## src/rtl/assert_macros.svh

```systemverilog
// ----------------------------------------------------------------------------
// assert_macros.svh
// Concurrent assertion macros shared by the RTL; empty under SYNTHESIS.
// ----------------------------------------------------------------------------
`ifndef ASSERT_MACROS_SVH
`define ASSERT_MACROS_SVH

`ifndef SYNTHESIS
`define ASSERT_CLK(lbl, clk, rstn, prop, msg) \
    lbl: assert property (@(posedge clk) disable iff (!(rstn)) prop) else $error(msg);
`define ASSERT_CLK_NORST(lbl, clk, prop, msg) \
    lbl: assert property (@(posedge clk) prop) else $error(msg);
`else
`define ASSERT_CLK(lbl, clk, rstn, prop, msg)
`define ASSERT_CLK_NORST(lbl, clk, prop, msg)
`endif

`endif

```

## src/rtl/bdph_pkg.sv

```systemverilog
// ----------------------------------------------------------------------------
// bdph_pkg
// Types and constants of the button debouncer with press and hold reporting.
// ----------------------------------------------------------------------------
`default_nettype none

package bdph_pkg;

    localparam int TIME_W     = 32;
    localparam int CFG_W      = 16;
    localparam int CFG_ADDR_W = 1;
    localparam int RAW_W      = 3;
    localparam int IDX_W      = 2;
    localparam int MASK_W     = 3;

    // s_tdata layout
    localparam int NOW_LSB    = 0;
    localparam int RAW_LSB    = NOW_LSB + TIME_W;
    localparam int IDX_LSB    = RAW_LSB + RAW_W;
    localparam int DUR_LSB    = IDX_LSB + IDX_W;
    localparam int S_FIELDS_W = DUR_LSB + TIME_W;
    localparam int S_TDATA_W  = ((S_FIELDS_W + 7) / 8) * 8;

    // m_tdata layout
    localparam int M_FIELDS_W = 3 + MASK_W;
    localparam int M_TDATA_W  = ((M_FIELDS_W + 7) / 8) * 8;

    localparam logic [CFG_ADDR_W-1:0] REG_DEBOUNCE_MS  = CFG_ADDR_W'(0);
    localparam logic [CFG_ADDR_W-1:0] REG_STALE_GAP_MS = CFG_ADDR_W'(1);

    localparam logic [CFG_W-1:0] DEBOUNCE_MS_RST  = CFG_W'(50);
    localparam logic [CFG_W-1:0] STALE_GAP_MS_RST = CFG_W'(500);

    typedef enum logic {
        MODE_SAMPLE = 1'b0,
        MODE_QUERY  = 1'b1
    } mode_t;

    typedef struct packed {
        mode_t             mode;
        logic [TIME_W-1:0] now_ms;
        logic [RAW_W-1:0]  raw_buttons;
        logic [IDX_W-1:0]  button_index;
        logic [TIME_W-1:0] hold_duration_ms;
    } item_t;

    typedef struct packed {
        logic [MASK_W-1:0] stable_mask;
        logic              hold_event;
        logic              held_now;
        logic              press_event;
    } result_t;

endpackage

`default_nettype wire

```

## src/rtl/button_debounce_press_hold.sv

```systemverilog
// Input transfers enter the input register, then the result register on m_tvalid.
// Throughput: one item per cycle while m_tready does not stall the output; input
// register and result register form a two-stage pipeline, per-button state is read
// and updated in stage two. Reset (aresetn low, synchronous): all button state and
// timestamps cleared, debounce_ms = 50, stale_gap_ms = 500, both stages empty.
// ----------------------------------------------------------------------------
// button_debounce_press_hold
// Multi-button debouncer with stale-gap bypass, press latch and hold report.
// ----------------------------------------------------------------------------
`default_nettype none
`include "assert_macros.svh"

module button_debounce_press_hold #(
    parameter int NUM_BUTTONS = 3
) (
    input  wire logic                                aclk,
    input  wire logic                                aresetn,

    input  wire logic                                cfg_wr_en,
    input  wire logic [bdph_pkg::CFG_ADDR_W-1:0]     cfg_addr,
    input  wire logic [bdph_pkg::CFG_W-1:0]          cfg_wdata,

    input  wire logic                                s_tvalid,
    output logic                                     s_tready,
    // now_ms[31:0], raw_buttons[34:32], button_index[36:35],
    // hold_duration_ms[68:37], zero pad
    input  wire logic [bdph_pkg::S_TDATA_W-1:0]      s_tdata,
    // mode[0]
    input  wire logic                                s_tuser,

    output logic                                     m_tvalid,
    input  wire logic                                m_tready,
    // press_event[0], held_now[1], hold_event[2], stable_mask[5:3], zero pad
    output logic [bdph_pkg::M_TDATA_W-1:0]           m_tdata
);

    import bdph_pkg::*;

    logic [CFG_W-1:0]  debounce_reg;
    logic [CFG_W-1:0]  stale_gap_reg;

    logic              in_valid_reg, in_valid_next;
    item_t             item_reg;
    logic              out_valid_reg, out_valid_next;
    result_t           result_reg, result_next;

    logic [NUM_BUTTONS-1:0] stable_reg, stable_next;
    logic [NUM_BUTTONS-1:0] last_raw_reg, last_raw_next;
    logic [NUM_BUTTONS-1:0] latch_reg, latch_next;
    logic [NUM_BUTTONS-1:0] hold_rep_reg, hold_rep_next;
    logic [TIME_W-1:0]      change_time_reg [NUM_BUTTONS];
    logic [TIME_W-1:0]      change_time_next [NUM_BUTTONS];
    logic [TIME_W-1:0]      press_time_reg [NUM_BUTTONS];
    logic [TIME_W-1:0]      press_time_next [NUM_BUTTONS];
    logic [TIME_W-1:0]      last_sample_reg, last_sample_next;

    logic                   advance;
    logic                   proc_fire;
    logic                   in_fire;
    logic                   stale;
    logic [NUM_BUTTONS+RAW_W-1:0]  raw_ext;
    logic [NUM_BUTTONS+MASK_W-1:0] mask_ext;

    assign advance   = !out_valid_reg || m_tready;
    assign s_tready  = !in_valid_reg || advance;
    assign in_fire   = s_tvalid && s_tready;
    assign proc_fire = in_valid_reg && advance;

    assign m_tvalid  = out_valid_reg;
    assign m_tdata   = {(M_TDATA_W - M_FIELDS_W)'(0), result_reg};

    // configuration
    always_ff @(posedge aclk) begin
        if (!aresetn) begin
            debounce_reg  <= DEBOUNCE_MS_RST;
            stale_gap_reg <= STALE_GAP_MS_RST;
        end else if (cfg_wr_en) begin
            case (cfg_addr)
                REG_DEBOUNCE_MS:  debounce_reg  <= cfg_wdata;
                REG_STALE_GAP_MS: stale_gap_reg <= cfg_wdata;
                default: ;
            endcase
        end
    end

    // pipeline control
    always_comb begin
        in_valid_next = in_valid_reg;
        if (in_fire) begin
            in_valid_next = 1'b1;
        end else if (proc_fire) begin
            in_valid_next = 1'b0;
        end
        out_valid_next = out_valid_reg;
        if (proc_fire) begin
            out_valid_next = 1'b1;
        end else if (m_tready) begin
            out_valid_next = 1'b0;
        end
    end

    always_ff @(posedge aclk) begin
        if (!aresetn) begin
            in_valid_reg  <= 1'b0;
            out_valid_reg <= 1'b0;
        end else begin
            in_valid_reg  <= in_valid_next;
            out_valid_reg <= out_valid_next;
        end
    end

    always_ff @(posedge aclk) begin
        if (in_fire) begin
            item_reg.mode             <= mode_t'(s_tuser);
            item_reg.now_ms           <= s_tdata[NOW_LSB +: TIME_W];
            item_reg.raw_buttons      <= s_tdata[RAW_LSB +: RAW_W];
            item_reg.button_index     <= s_tdata[IDX_LSB +: IDX_W];
            item_reg.hold_duration_ms <= s_tdata[DUR_LSB +: TIME_W];
        end
        if (proc_fire) begin
            result_reg <= result_next;
        end
    end

    // per-button update
    assign stale   = (item_reg.now_ms - last_sample_reg) > {(TIME_W - CFG_W)'(0), stale_gap_reg};
    assign raw_ext = {NUM_BUTTONS'(0), item_reg.raw_buttons};

    always_comb begin
        stable_next      = stable_reg;
        last_raw_next    = last_raw_reg;
        latch_next       = latch_reg;
        hold_rep_next    = hold_rep_reg;
        change_time_next = change_time_reg;
        press_time_next  = press_time_reg;
        last_sample_next = last_sample_reg;
        result_next.press_event = 1'b0;
        result_next.held_now    = 1'b0;
        result_next.hold_event  = 1'b0;

        if (item_reg.mode == MODE_SAMPLE) begin
            last_sample_next = item_reg.now_ms;
            for (int b = 0; b < NUM_BUTTONS; b++) begin
                if (stale || raw_ext[b] != last_raw_reg[b]) begin
                    last_raw_next[b]    = raw_ext[b];
                    change_time_next[b] = item_reg.now_ms;
                end
                if ((stale && raw_ext[b] != stable_reg[b]) ||
                    (!stale && raw_ext[b] == last_raw_reg[b] &&
                     raw_ext[b] != stable_reg[b] &&
                     (item_reg.now_ms - change_time_reg[b]) >=
                         {(TIME_W - CFG_W)'(0), debounce_reg})) begin
                    stable_next[b] = raw_ext[b];
                    if (raw_ext[b]) begin
                        latch_next[b]      = 1'b1;
                        press_time_next[b] = item_reg.now_ms;
                        hold_rep_next[b]   = 1'b0;
                    end
                end
            end
        end else begin
            for (int b = 0; b < NUM_BUTTONS; b++) begin
                if (b == int'(item_reg.button_index)) begin
                    result_next.press_event = latch_reg[b];
                    latch_next[b]           = 1'b0;
                    result_next.held_now    = stable_reg[b];
                    if (stable_reg[b] && !hold_rep_reg[b] &&
                        (item_reg.now_ms - press_time_reg[b]) >=
                            item_reg.hold_duration_ms) begin
                        hold_rep_next[b]       = 1'b1;
                        result_next.hold_event = 1'b1;
                    end
                end
            end
        end

        mask_ext                = {MASK_W'(0), stable_next};
        result_next.stable_mask = mask_ext[MASK_W-1:0];
    end

    always_ff @(posedge aclk) begin
        if (!aresetn) begin
            stable_reg      <= '0;
            last_raw_reg    <= '0;
            latch_reg       <= '0;
            hold_rep_reg    <= '0;
            last_sample_reg <= '0;
            for (int b = 0; b < NUM_BUTTONS; b++) begin
                change_time_reg[b] <= '0;
                press_time_reg[b]  <= '0;
            end
        end else if (proc_fire) begin
            stable_reg      <= stable_next;
            last_raw_reg    <= last_raw_next;
            latch_reg       <= latch_next;
            hold_rep_reg    <= hold_rep_next;
            last_sample_reg <= last_sample_next;
            change_time_reg <= change_time_next;
            press_time_reg  <= press_time_next;
        end
    end

    `ASSERT_CLK(a_sample_no_flags, aclk, aresetn,
        (proc_fire && item_reg.mode == MODE_SAMPLE) |=> (m_tdata[2:0] == 3'b000),
        "sample transfer produced query flags")
    `ASSERT_CLK(a_hold_implies_held, aclk, aresetn,
        m_tvalid |-> !(m_tdata[2] && !m_tdata[1]),
        "hold_event without held_now")
    `ASSERT_CLK(a_stable_only_on_sample, aclk, aresetn,
        !(proc_fire && item_reg.mode == MODE_SAMPLE) |=> $stable(stable_reg),
        "debounced levels changed outside a sample transfer")

endmodule

`default_nettype wire
```

## config.mk

```make
export PLATFORM = sky130hd
export DESIGN_NAME = button_debounce_press_hold
export DESIGN_NICKNAME = d
export VERILOG_FILES = /design/src/rtl/bdph_pkg.sv /design/src/rtl/button_debounce_press_hold.sv
export VERILOG_INCLUDE_DIRS = /design/src /design/src/rtl
export SDC_FILE = /design/constraint.sdc
export NUM_CORES = 1
export LEC_CHECK = 0
export BUFFER_PORTS_ARGS = -buffer_cell sky130_fd_sc_hd__buf_2
export CORE_AREA = 2 2 228 230
export DETAILED_ROUTE_END_ITERATION = 8
export DIE_AREA = 0 0 230 232
export GPL_TIMING_DRIVEN = 0
export PLACE_DENSITY = 0.71
export SYNTH_ARGS = -nofsm -noshare
export SYNTH_HDL_FRONTEND = slang
export SYNTH_SLANG_ARGS = --single-unit
export TNS_END_PERCENT = 20
```

## constraint.sdc

```tcl
create_clock -name aclk -period 15.3 [get_ports aclk]
set_input_delay 3.06 -clock aclk [delete_from_list [all_inputs] [get_ports aclk]]
set_output_delay 3.06 -clock aclk [all_outputs]
set_load 0.005 [all_outputs]
```

### Word level (Yosys, flattened, before mapping)

Cells that the tools add are included.
Widths: inputs -> output; s select.

| storage, ports and cells | value |
|---|---|
| flip-flop bits (word level) | 346 |
| memory bits (read-only) | 0 |
| memories kept | 0 |
| bits in latches | 0 |
| output and inout port bits | 10 |
| RAM bits | 0 |
| input bits | 95 |
| word-level logic and storage cells | 158 |

| cells by class | value |
|---|---|
| multipliers | 0 |
| shift-type cells | 0 |
| muxes and demuxes | 37 |
| div/mod/pow operators | 0 |
| eq/ne operators | 17 |
| bitwise logic cells | 2 |
| reduce and logical (&&, ||, !) cells | 58 |
| $lt $le $gt $ge | 7 |
| $add $sub $neg | 7 |

Operator list:

| kind | count |
|---|---|
| $sub 32x32->32 | 7 |
| $ge 32x16->1 | 3 |
| $ge 32x32->1 | 3 |
| $gt 32x16->1 | 1 |
| $mux 1 | 31 |
| $reduce_and 4->1 | 6 |
| $logic_and 1x1->1 | 20 |
| $mux 3 | 6 |
| $reduce_bool 2->1 | 8 |
| $reduce_and 5->1 | 3 |
| $ne 2x1->1 const B | 6 |
| $reduce_and 3->1 | 3 |
| $logic_or 1x1->1 | 8 |
| $logic_not 1->1 | 6 |
| $ne 1x1->1 | 6 |
| $reduce_and 2->1 | 3 |
| $eq 2x2->1 const A | 2 |
| $eq 1x1->1 | 3 |
| $logic_not 2->1 | 1 |
| $not 1->1 | 2 |

### Logic depth before layout (Yosys ltp)

Gate-level depths: netlist of run 1.

| logic depth | value |
|---|---|
| depth after elaboration | 9 |
| depth in mapped cells | 28 |
| depth with buffers taken out | 28 |

### Least setup slack after synthesis of run 1

OpenSTA, ideal clock, no wires.

| timing path | value |
|---|---|
| kind | input to output |
| start point | in m_tready |
| end point | out s_tready |
| data required time | 12.240 ns |
| buffers on the path | 0 |
| data arrival time | 3.326 ns |
| setup slack | 8.914 ns |
| cell stages on the path | 2 |
| path through | nor2b_1 nand2_1 |

| on the way | value |
|---|---|
| cells in the longest elaborated chain, start to end | 2 |

RTL lines:

| what | line | text |
|---|---|---|
| from (decl) | button_debounce_press_hold.sv:32 | `input wire logic m_tready,` |
| $logic_or 1x1->1 | button_debounce_press_hold.sv:64 | `assign advance = !out_valid_reg \|\| m_tready;` |
| $logic_or 1x1->1 | button_debounce_press_hold.sv:65 | `assign s_tready = !in_valid_reg \|\| advance;` |
| to (decl) | button_debounce_press_hold.sv:24 | `output logic s_tready,` |

Every way passes these cells.

### Final worst setup path of run 1

| timing path | value |
|---|---|
| start point | reg item_reg[38] (netlist bit) |
| end point | reg press_time_reg[6] (netlist bit) |

| on the way | value |
|---|---|
| cells in the longest elaborated chain, start to end | 8 |
| elaborated cells on any way between the ends | 11 |
| those cells by class | 2 x add/sub; 2 x order compare; 7 x reduce/logical |

RTL lines:

| what | line | text |
|---|---|---|
| from (decl) | button_debounce_press_hold.sv:43 | `item_t item_reg;` |
| $sub 32x32->32 | button_debounce_press_hold.sv:126 | `assign stale = (item_reg.now_ms - last_sample_reg) > {(TIME_W - CFG_W)'(0), stale_gap_reg};` |
| $gt 32x16->1 | button_debounce_press_hold.sv:126 |  |
| $logic_not 1->1 | button_debounce_press_hold.sv:149 | `(!stale && raw_ext[b] == last_raw_reg[b] &&` |
| $logic_and 1x1->1 (2 in a row) | button_debounce_press_hold.sv:149 |  |
| $logic_and 1x1->1 | button_debounce_press_hold.sv:150 | `raw_ext[b] != stable_reg[b] &&` |
| $logic_or 1x1->1 * | button_debounce_press_hold.sv:148 | `if ((stale && raw_ext[b] != stable_reg[b]) \|\|` |
| $reduce_and 4->1 (no line) * | -- |  |
| to (signal assigned) | button_debounce_press_hold.sv:199 | `press_time_reg <= press_time_next;` |
| to (decl) | button_debounce_press_hold.sv:53 | `logic [TIME_W-1:0] press_time_reg [NUM_BUTTONS];` |

Every way passes the cells marked *; elsewhere a longest branch is shown, timed or not.
A chain may end at the register's enable or synchronous reset.

==> impl_metrics.py, run 1 <==
metrics = {
    "power_and_ir_drop": {
        "intPower_w": 0.00188,
        "p_per_area_mw_per_mm2": 91.3,
        "p_clk_share_pct": 36.3,
        "ir_worst_vdd_mv": 0.0994,
        "power_switching_share_pct": 32.5,
        "pwr-share-seq_pct": 36.4,
        "p_sw_w": 0.000903,
        "p_leak_nw": 12.7,
        "combinationalPowerShare_pct": 27.2,
    },
    "worst_hold_path": {
        "hp-class": "reg2reg",
    },
    "grt": {
        "grt_pass1_wl_mm": 121,
        "grt_overflow_total": 0,
        "antenna_found_initial": 1,
        "track_usage_pct": 28.2,
        "first_global_vias": 24384,
        "grt_max_degree": 58,
    },
    "cts": {
        "root_buffer": "clkbuf_16",
        "cts_tree": "done",
        "hold_buffers": 0,
        "clk_pin_slew_ns": 0.06,
        "cts.repair.resized": 0,
        "clk_latency_ns": 0.58,
        "cts_sinks": 346,
        "cts_made_buffers": 41,
        "cts_setup_buffers": 0,
        "htreeDepth": 2,
        "clk_path_buf_depth": 3,
    },
    "detailed_routing": {
        "routed_wl_mm": 76.2,
        "drc": 0,
        "wl_per_cell_um": 18.2,
        "via_per_inst": 5.82,
        "vias": 24412,
        "drt_iter0_markers": 1427,
        "drt-pass1-iter-count": 5,
        "ant_nets": 0,
    },
    "job": {
        "drv_cap": 0,
    },
    "yosys": {
        "ys_types": 86,
        "synth-seq-cells": 346,
        "synth-main-ff-cell": "dfxtp_1",
        "syn_avg_cell_area_um2": 8.29,
        "ys_seq_area_share_pct": 27.8,
        "syn_area_mm2": 0.0277,
        "ys_warn_count": 0,
        "async_flop_share_pct": 0,
        "synth-edff-count": 76,
        "postSynthCellCount": 3337,
    },
    "timing": {
        "rsz0062_at_grt": "false",
        "period_share_pct": 48.6,
        "hold_viol_final": 0,
        "finalSetupViolations": 0,
        "max-slew-margin-rel_pct": 14.6,
        "worst_slack_ns": 7.87,
        "max_freq_mhz": 135,
        "fin_crit_ns": 7.43,
        "skew_ns": 0.0239,
        "drv_slew": 0,
        "holdWs_ns": 0.455,
        "setup_tns_ns": 0,
        "worst_pin_slew_ns": 1.25,
    },
    "worst_setup_path": {
        "critPathLaunchType": "flop",
        "path_class": "reg2reg",
        "arrival_ns": 7.94,
        "required_ns": 15.80,
        "end_kind": "flop",
        "path_max_fanout": 19,
    },
    "placement": {
        "place_ws_ns": 7.91,
        "portBuffers": 98,
        "dp_hpwl_mm": 60.2,
        "gp_congestion": 0.955,
    },
    "outcome": {
        "outcome": "complete, no violations",
    },
    "cells_and_area": {
        "final_util_pct": 59.8,
        "fillers": 4557,
        "area_growth_syn_to_layout_pct": 9.97,
        "layout-drive-gt1-share_pct": 6.61,
        "layout_common_cells": "nand2_1 (389), ha_1 (377), inv_1 (321)",
        "final_common_cell": "nand2_1",
        "nets": 3959,
        "antenna_cells": 0,
    },
    "floorplan": {
        "die_h_um": 232,
        "chipWidth_um": 230,
        "core_region_area_mm2": 0.0509,
        "rows": 83,
        "die_area_mm2": 0.0534,
        "initial_utilization_pct": 54.4,
        "ioPinCount": 105,
    },
}
==> final timing paths <==
| path | depth (start not counted) | startpoint | slack [ns] | to |
|---|---|---|---|---|
| worst max-delay path | 19 | item_reg[38]$_DFFE_PP_ | 7.87 | press_time_reg[6]$_SDFFE_PN0P_ |
| worst min register to register | 2 | last_sample_reg[9]$_SDFFE_PN0P_ | 0.45 | last_sample_reg[9]$_SDFFE_PN0P_ |
| worst max register to register | 19 | item_reg[38]$_DFFE_PP_ | 7.87 | press_time_reg[6]$_SDFFE_PN0P_ |
| worst min-delay path | 2 | last_sample_reg[9]$_SDFFE_PN0P_ | 0.45 | last_sample_reg[9]$_SDFFE_PN0P_ |
==> kinds of logic after synthesis <==
kind of cell	Yosys count	share of synthesized area, %
other cells	1	0.0136
compound gates	806	18.7
fa+ha+maj	384	17.6
mux	210	7.62
buf+inv	419	6.05
xor+xnor	175	5.54
simple gates	996	16.7
flops	346	27.8
==> per-layer routing <==
layer / global-route usage, % / share of wire, % / vias to the layer above
met5: 0 / 0.017 / -
met3: 3.09 / 4.7 / 165
met1: 33.4 / 42 / 11478
li1: - / - / 12108
met4: 12.0 / 4.0 / 2
met2: 51.4 / 49 / 659
==> through the flow <==
stage / total power, W / instances / area (um^2)
final: 0.00278 / 4191 / 30400
after detailed placement: 0.00177 / 4117 / 29000
after global routing: 0.00292 / 4191 / 30400
after CTS: 0.00279 / 4191 / 30400
after floorplan: 0.00157 / 3338 / 27700
after global placement: 0.00174 / 4116 / 29000
==> power by group through the flow <==
stage               clock (W)  sequential, W  combinational (W)
floorplan                   0        0.00101           0.000563
global placement            0        0.00103           0.000715
detailed placement          0        0.00103           0.000743
CTS                   0.00103        0.00101           0.000750
global route          0.00106        0.00102           0.000847
finish                0.00101        0.00101           0.000757
==> area by class of cell <==
| class | instances | area, um^2 | share of cell area, % |
|---|---|---|---|
| Buffer | 97 | 465 | 1.53 |
| Clock buffer | 48 | 1100 | 3.63 |
| Clock inverter | 26 | 278 | 0.913 |
| Inverter | 322 | 1210 | 3.97 |
| Multi-Input combinational cell | 2573 | 18300 | 60.2 |
| Sequential cell | 346 | 7690 | 25.3 |
| Tap cell | 680 | 851 | 2.80 |
| Timing Repair Buffer | 99 | 518 | 1.70 |
==> cell usage after synthesis (all sizes together) (9+ instances only) <==
cell type    n  area, um^2
a21oi      300        1500
a221o       10         100
and2        16         100
a2111oi     12         111
o21ai      117         597
or3         19         119
a21boi       9        67.6
and3        30         189
a21o       114         856
nand2b      42         263
nor3        46         230
edfxtp      76        2280
ha         377        4720
nor2       251         945
xor2        49         429
o21bai      15         113
nor4        16         115
nand3b      13        97.6
nand3       44         220
clkbuf      68         256
o31ai       19         143
nand2      389        1460
nor2b       41         257
a211oi      24         180
dfxtp      270        5410
or2         10        62.6
buf         29         209
mux2i      205        2050
nand4       44         275
a31oi       21         131
o21a        39         293
xnor2      126        1100
inv        322        1210
o211ai      39         298
==> critical path: stages (launching register included) <==
cell and delay (ns):
edfxtp_1 1.02, inv_1 0.16, fa_1 0.49, nand2b_1 0.20
a211oi_1 0.38, o21ai_0 0.29, a21boi_1 0.53, nor2_1 0.11
ha_1 0.34, nand4_1 0.17, nor4_1 0.40, a2bb2oi_1 0.21
or4_1 0.57, a2111oi_2 0.38, nand4_1 0.18, nor4_1 0.85
a2111o_1 0.26, buf_2 0.27, buf_4 0.31, mux2i_1 0.22
Power figures use the tool's default switching activity.
==> run 2: changes to the inputs <==
==> constraint.sdc (replaced) <==
create_clock -name aclk -period 7.3 [get_ports aclk]
set_input_delay 1.46 -clock aclk [delete_from_list [all_inputs] [get_ports aclk]]
set_output_delay 1.46 -clock aclk [all_outputs]
set_load 0.005 [all_outputs]
==> run 2 against run 1 <==
Flip-flop and latch count stayed put. Core utilization increased by 0.26 points. Clock skew is 0.0026 ns higher. Count of clock-buffer cells in the layout unchanged. Sequential power increased by 110%. Non-clock buffer count up 10. Register-to-register slack lost 7.4 ns. Global-route usage hardly changed.
==> impl_metrics.py, run 2 (same netlist as run 1, synthesis figures left out) <==
metrics = {
    "grt": {
        "grt_max_degree": 58,
        "grt_pass1_wl_mm": 121,
        "first_global_vias": 24371,
        "grt_overflow_total": 0,
        "antenna_found_initial": 1,
        "track_usage_pct": 28.2,
    },
    "placement": {
        "place_area_mm2": 0.0290,
        "portBuffers": 98,
        "place_ws_ns": -0.0931,
        "dp_hpwl_mm": 60.2,
        "gp_congestion": 0.955,
    },
    "power_and_ir_drop": {
        "ir_worst_vdd_mv": 0.209,
        "p_per_area_mw_per_mm2": 191,
        "power.total_w": 0.00584,
        "p_leak_nw": 12.8,
    },
    "cts": {
        "cts_sinks": 346,
        "cts_made_buffers": 41,
        "clk_path_buf_depth": 3,
        "clk_latency_ns": 0.59,
        "clk_pin_slew_ns": 0.06,
        "root_buffer": "clkbuf_16",
        "hold_buffers": 0,
        "cts_tree": "done",
        "htreeDepth": 2,
    },
    "cells_and_area": {
        "layout_common_cells": "nand2_1 (389), ha_1 (377), inv_1 (320)",
        "area_growth_syn_to_layout_pct": 10.4,
        "layout-drive-gt1-share_pct": 7.07,
        "antenna_cells": 0,
        "final_common_cell": "nand2_1",
        "design_area_mm2": 0.0305,
        "final_util_pct": 60.0,
        "nets": 3969,
    },
    "detailed_routing": {
        "drt_iter0_markers": 1380,
        "wl_per_cell_um": 18.2,
        "drc": 0,
        "via_per_inst": 5.82,
        "vias": 24457,
        "ant_nets": 0,
        "drt-pass1-iter-count": 5,
        "routed_wl_mm": 76.4,
    },
    "worst_setup_path": {
        "critPathLaunchType": "flop",
        "path_class": "reg2reg",
        "arrival_ns": 7.33,
        "worstSetupEndpoint": "press_time_reg[44]$_SDFFE_PN0P_",
        "r2r-end": "press_time_reg[44]$_SDFFE_PN0P_",
        "startpoint": "item_reg[45]$_DFFE_PP_",
        "reg2reg_from": "item_reg[45]$_DFFE_PP_",
        "path_max_fanout": 12,
        "r2r_setup_slack_ns": 0.48,
        "required_ns": 7.81,
        "end_kind": "flop",
        "rr_worst_depth": 23,
    },
    "floorplan": {
        "die_area_mm2": 0.0534,
        "chipWidth_um": 230,
        "die_h_um": 232,
        "rows": 83,
        "initial_utilization_pct": 54.4,
        "core_region_area_mm2": 0.0509,
        "ioPinCount": 105,
    },
    "timing": {
        "finalSetupViolations": 0,
        "drv_slew": 0,
        "worst_slack_ns": 0.476,
        "period_share_pct": 93.5,
        "worst_pin_slew_ns": 1.10,
        "skew_ns": 0.0264,
        "holdWs_ns": 0.455,
        "rsz0062_at_grt": "false",
        "hold_viol_final": 0,
        "fin_crit_ns": 6.82,
        "max_freq_mhz": 147,
        "max-slew-margin-rel_pct": 24.6,
    },
    "worst_hold_path": {
        "hp-class": "reg2reg",
    },
    "job": {
        "drv_cap": 0,
    },
    "outcome": {
        "outcome": "complete, no violations",
    },
}
## run 2: final cells by class
class,instances,area [um^2]
fill,4543,20300
multi-input combinational,2573,18300
sequential,346,7690
inverter,322,1210
clock buffer,48,1100
tap,680,851
timing repair buffer,109,606
buffer,97,465
clock inverter,26,278
## run 2: repair_timing
item	CTS	global route
endpoints found under the setup margin	59	138
resized for setup	3	6
buffers inserted	0	10
pin swaps	0	2
## run 2: per-layer routing
metal / global-route usage (%) / wire length [um]
met1: 33.4 / 32500
met2: 51.5 / 37500
met3: 3.05 / 3460
met4: 11.9 / 2840
met5: 0 / 13
## run 2: critical path, cell delays in order (launching register included)
cell	delay (ns)
edfxtp_1	0.76
ha_1	0.42
a21oi_1	0.32
nand3_1	0.15
o211ai_1	0.48
o21ai_0	0.22
a21o_1	0.23
a21oi_1	0.17
xnor2_1	0.13
ha_1	0.26
and4_1	0.21
a22oi_1	0.18
nand3_1	0.09
or4b_2	0.63
a211oi_1	0.26
nand4_1	0.16
nor4_1	0.32
nand4_1	0.17
o31ai_1	0.30
o211ai_1	0.23
nand4b_1	0.19
buf_2	0.32
buf_4	0.28
mux2i_1	0.24
## run 2: power breakdown
| part | switching, W | total, W | leakage, nW | internal (W) |
|---|---|---|---|---|
| Clock | 0.000885 | 0.00212 | 0.677 | 0.00124 |
| Sequential | 0.0000865 | 0.00212 | 2.93 | 0.00203 |
| Combinational | 0.000930 | 0.00160 | 9.17 | 0.000668 |
| Total | 0.00190 | 0.00584 | 12.8 | 0.00394 |
## run 2: worst min-delay path by stage
stage,from,to,slack (ns),cells past startpoint
global placement,last_sample_reg[25]$_SDFFE_PN0P_,last_sample_reg[25]$_SDFFE_PN0P_,0.44,2
CTS,last_sample_reg[25]$_SDFFE_PN0P_,last_sample_reg[25]$_SDFFE_PN0P_,0.46,2
detailed placement,last_sample_reg[25]$_SDFFE_PN0P_,last_sample_reg[25]$_SDFFE_PN0P_,0.45,2
global route,press_time_reg[66]$_SDFFE_PN0P_,press_time_reg[66]$_SDFFE_PN0P_,0.47,2
finish,last_sample_reg[30]$_SDFFE_PN0P_,last_sample_reg[30]$_SDFFE_PN0P_,0.46,2
floorplan,latch_reg[2]$_SDFFE_PN0P_,latch_reg[2]$_SDFFE_PN0P_,0.44,2
## run 2: per-stage QoR
step                      std cells  TNS, ns
after floorplan                3338        0
after global placement         4116        0
after detailed placement       4117    -1.75
after CTS                      4191        0
after global routing           4201        0
final                          4201        0
==> run 3: changes to the inputs <==
--- a/config.mk
+++ b/config.mk
@@ -11,7 +11,7 @@
 export DETAILED_ROUTE_END_ITERATION = 8
 export DIE_AREA = 0 0 230 232
 export GPL_TIMING_DRIVEN = 0
-export PLACE_DENSITY = 0.71
+export PLACE_DENSITY = 0.74
 export SYNTH_ARGS = -nofsm -noshare
 export SYNTH_HDL_FRONTEND = slang
 export SYNTH_SLANG_ARGS = --single-unit
==> constraint.sdc (replaced) <==
create_clock -name aclk -period 6.2 [get_ports aclk]
set_input_delay 1.24 -clock aclk [delete_from_list [all_inputs] [get_ports aclk]]
set_output_delay 1.24 -clock aclk [all_outputs]
set_load 0.005 [all_outputs]
==> run 3 against run 2 <==
Hold slack lost 0.0045 ns. Register-to-register slack worse by 0.33 ns. Power rose by 15%. Die area unchanged. Critical path type unchanged. Critical endpoint is now press_time_reg[7]$_SDFFE_PN0P_. Largest cell class unchanged. Highest routed layer is now met4.
==> impl_metrics.py, run 3 (same netlist as run 1, synthesis figures left out) <==
metrics = {
    "grt": {
        "track_usage_pct": 26.4,
        "first_global_vias": 22593,
        "antenna_found_initial": 0,
        "grt_max_degree": 62,
        "grt_overflow_total": 0,
        "grt_pass1_wl_mm": 114,
    },
    "placement": {
        "place_area_mm2": 0.0290,
        "gp_congestion": 0.930,
        "portBuffers": 98,
        "dp_hpwl_mm": 55.7,
        "dpl.cell_count": 4117,
    },
    "timing": {
        "rsz0062_at_grt": "true",
        "drv_slew": 0,
        "period_share_pct": 97.6,
        "setup_tns_ns": 0,
        "worst_pin_slew_ns": 0.971,
        "fin_crit_ns": 6.05,
        "holdWs_ns": 0.451,
        "max_freq_mhz": 165,
        "skew_ns": 0.0299,
        "max-slew-margin-rel_pct": 35.3,
        "finalSetupViolations": 0,
        "hold_viol_final": 0,
    },
    "power_and_ir_drop": {
        "p_per_area_mw_per_mm2": 218,
        "p_leak_nw": 13.0,
        "power.total_w": 0.00673,
        "ir_worst_vdd_mv": 0.247,
    },
    "floorplan": {
        "die_area_mm2": 0.0534,
        "chipWidth_um": 230,
        "initial_utilization_pct": 54.4,
        "rows": 83,
        "die_h_um": 232,
        "ioPinCount": 105,
        "core_region_area_mm2": 0.0509,
    },
    "detailed_routing": {
        "drc": 0,
        "drt_iter0_markers": 1489,
        "wl_per_cell_um": 17.0,
        "via_per_inst": 5.65,
        "routed_wl_mm": 72.0,
        "drt-pass1-iter-count": 5,
        "vias": 23889,
        "ant_nets": 0,
    },
    "worst_setup_path": {
        "r2r_setup_slack_ns": 0.15,
        "path_class": "reg2reg",
        "critPathLaunchType": "flop",
        "arrival_ns": 6.54,
        "required_ns": 6.69,
        "crit_path_cell_trace": "inv_4 > buf_4 > ha_1 > fa_1 > nand2b_1 > a211oi_2 > o21ai_2 > a21boi_2 > nor2_1 > ha_1 > a21oi_1 > nand2_1 > a21oi_1 > o311ai_0 > a2bb2oi_1 > or4_1 > a2111oi_2 > nand4_1 > nor4_4 > a2111o_1 > clkbuf_4 > buf_4 > mux2i_1",
        "max_stage_delay_ns": 0.57,
        "crit_slowest_cell": "or4_1",
        "path_max_fanout": 10,
        "end_kind": "flop",
    },
    "cells_and_area": {
        "stdcell_count": 4229,
        "layout-drive-gt1-share_pct": 8.23,
        "area_growth_syn_to_layout_pct": 11.8,
        "final_common_cell": "nand2_1",
        "design_area_mm2": 0.0309,
        "antenna_cells": 0,
        "layout_common_cells": "nand2_1 (389), ha_1 (377), inv_1 (320)",
        "nets": 3997,
    },
    "job": {
        "drv_cap": 0,
    },
    "cts": {
        "htreeDepth": 2,
        "cts_sinks": 346,
        "cts_tree": "done",
        "clk_latency_ns": 0.58,
        "cts_made_buffers": 41,
        "root_buffer": "clkbuf_16",
        "clk_path_buf_depth": 3,
        "clk_pin_slew_ns": 0.05,
    },
    "worst_hold_path": {
        "hp-class": "reg2reg",
    },
    "outcome": {
        "outcome": "complete, no violations",
    },
}
## run 3: cell types whose count changed in the layout (fill, tap and decap cells not counted), sizes merged
cell / change
buf: +27
clkinvlp: -3
clkinv: +1
bufinv: -2
clkbuf: +5
## run 3: final timing paths
| check | start | end | cells past startpoint |
|---|---|---|---|
| worst max-delay path | item_reg[37]$_DFFE_PP_ | press_time_reg[7]$_SDFFE_PN0P_ | 23 |
| worst min-delay path | last_sample_reg[13]$_SDFFE_PN0P_ | last_sample_reg[13]$_SDFFE_PN0P_ | 2 |
| worst max register to register | item_reg[37]$_DFFE_PP_ | press_time_reg[7]$_SDFFE_PN0P_ | 23 |
| worst min register to register | last_sample_reg[13]$_SDFFE_PN0P_ | last_sample_reg[13]$_SDFFE_PN0P_ | 2 |
## run 3: power by group
group | switching [W] | internal [W] | total, W
sequential | 0.0000868 | 0.00239 | 0.00248
combinational | 0.00110 | 0.000807 | 0.00190
clock | 0.000977 | 0.00137 | 0.00235
total | 0.00216 | 0.00457 | 0.00673
## run 3: what timing repair did
item	4_1_cts	5_1_grt
hold endpoints to repair	0	0
gates resized for setup	21	35
setup buffers	21	17
endpoints found under the setup margin	204	171
pin swaps	4	3
hold buffers	0	0
## run 3: routing by layer
layer  vias to the layer above  track usage [%]  wire length, um
met5                         -                0                0
met4                         0             8.25             2000
met3                       108             3.18             3060
li1                      12192                -                -
met1                     11110             33.4            32200
met2                       479             46.9            34700
## run 3: per-stage QoR
stage               setup WS, ns  util, %
floorplan                  0.709        -
global placement          -0.909     57.0
detailed placement        -0.982     57.1
CTS                      0.00504     60.2
global route              -0.128     60.8
finish                     0.149     60.8
## run 3: final cells by class
type,instances,area [um^2]
Buffer,97,489
Timing Repair Buffer,137,866
Multi-Input combinational cell,2573,18500
Sequential cell,346,7690
Fill cell,4650,20000
Clock inverter,22,176
Tap cell,680,851
Clock buffer,52,1130
Inverter,322,1210
## run 3: worst max-delay path: cells and delay by family (launching register included)
| kind | cells | cell delay (ns) |
|---|---|---|
| flip-flops | 1 | 0.40 |
| adder cells (fa/ha/maj) | 3 | 0.93 |
| AO/OA/AOI/OAI | 9 | 2.12 |
| buffers and inverters | 4 | 0.73 |
| AND/OR/NAND/NOR | 6 | 1.48 |
| multiplexers | 1 | 0.25 |
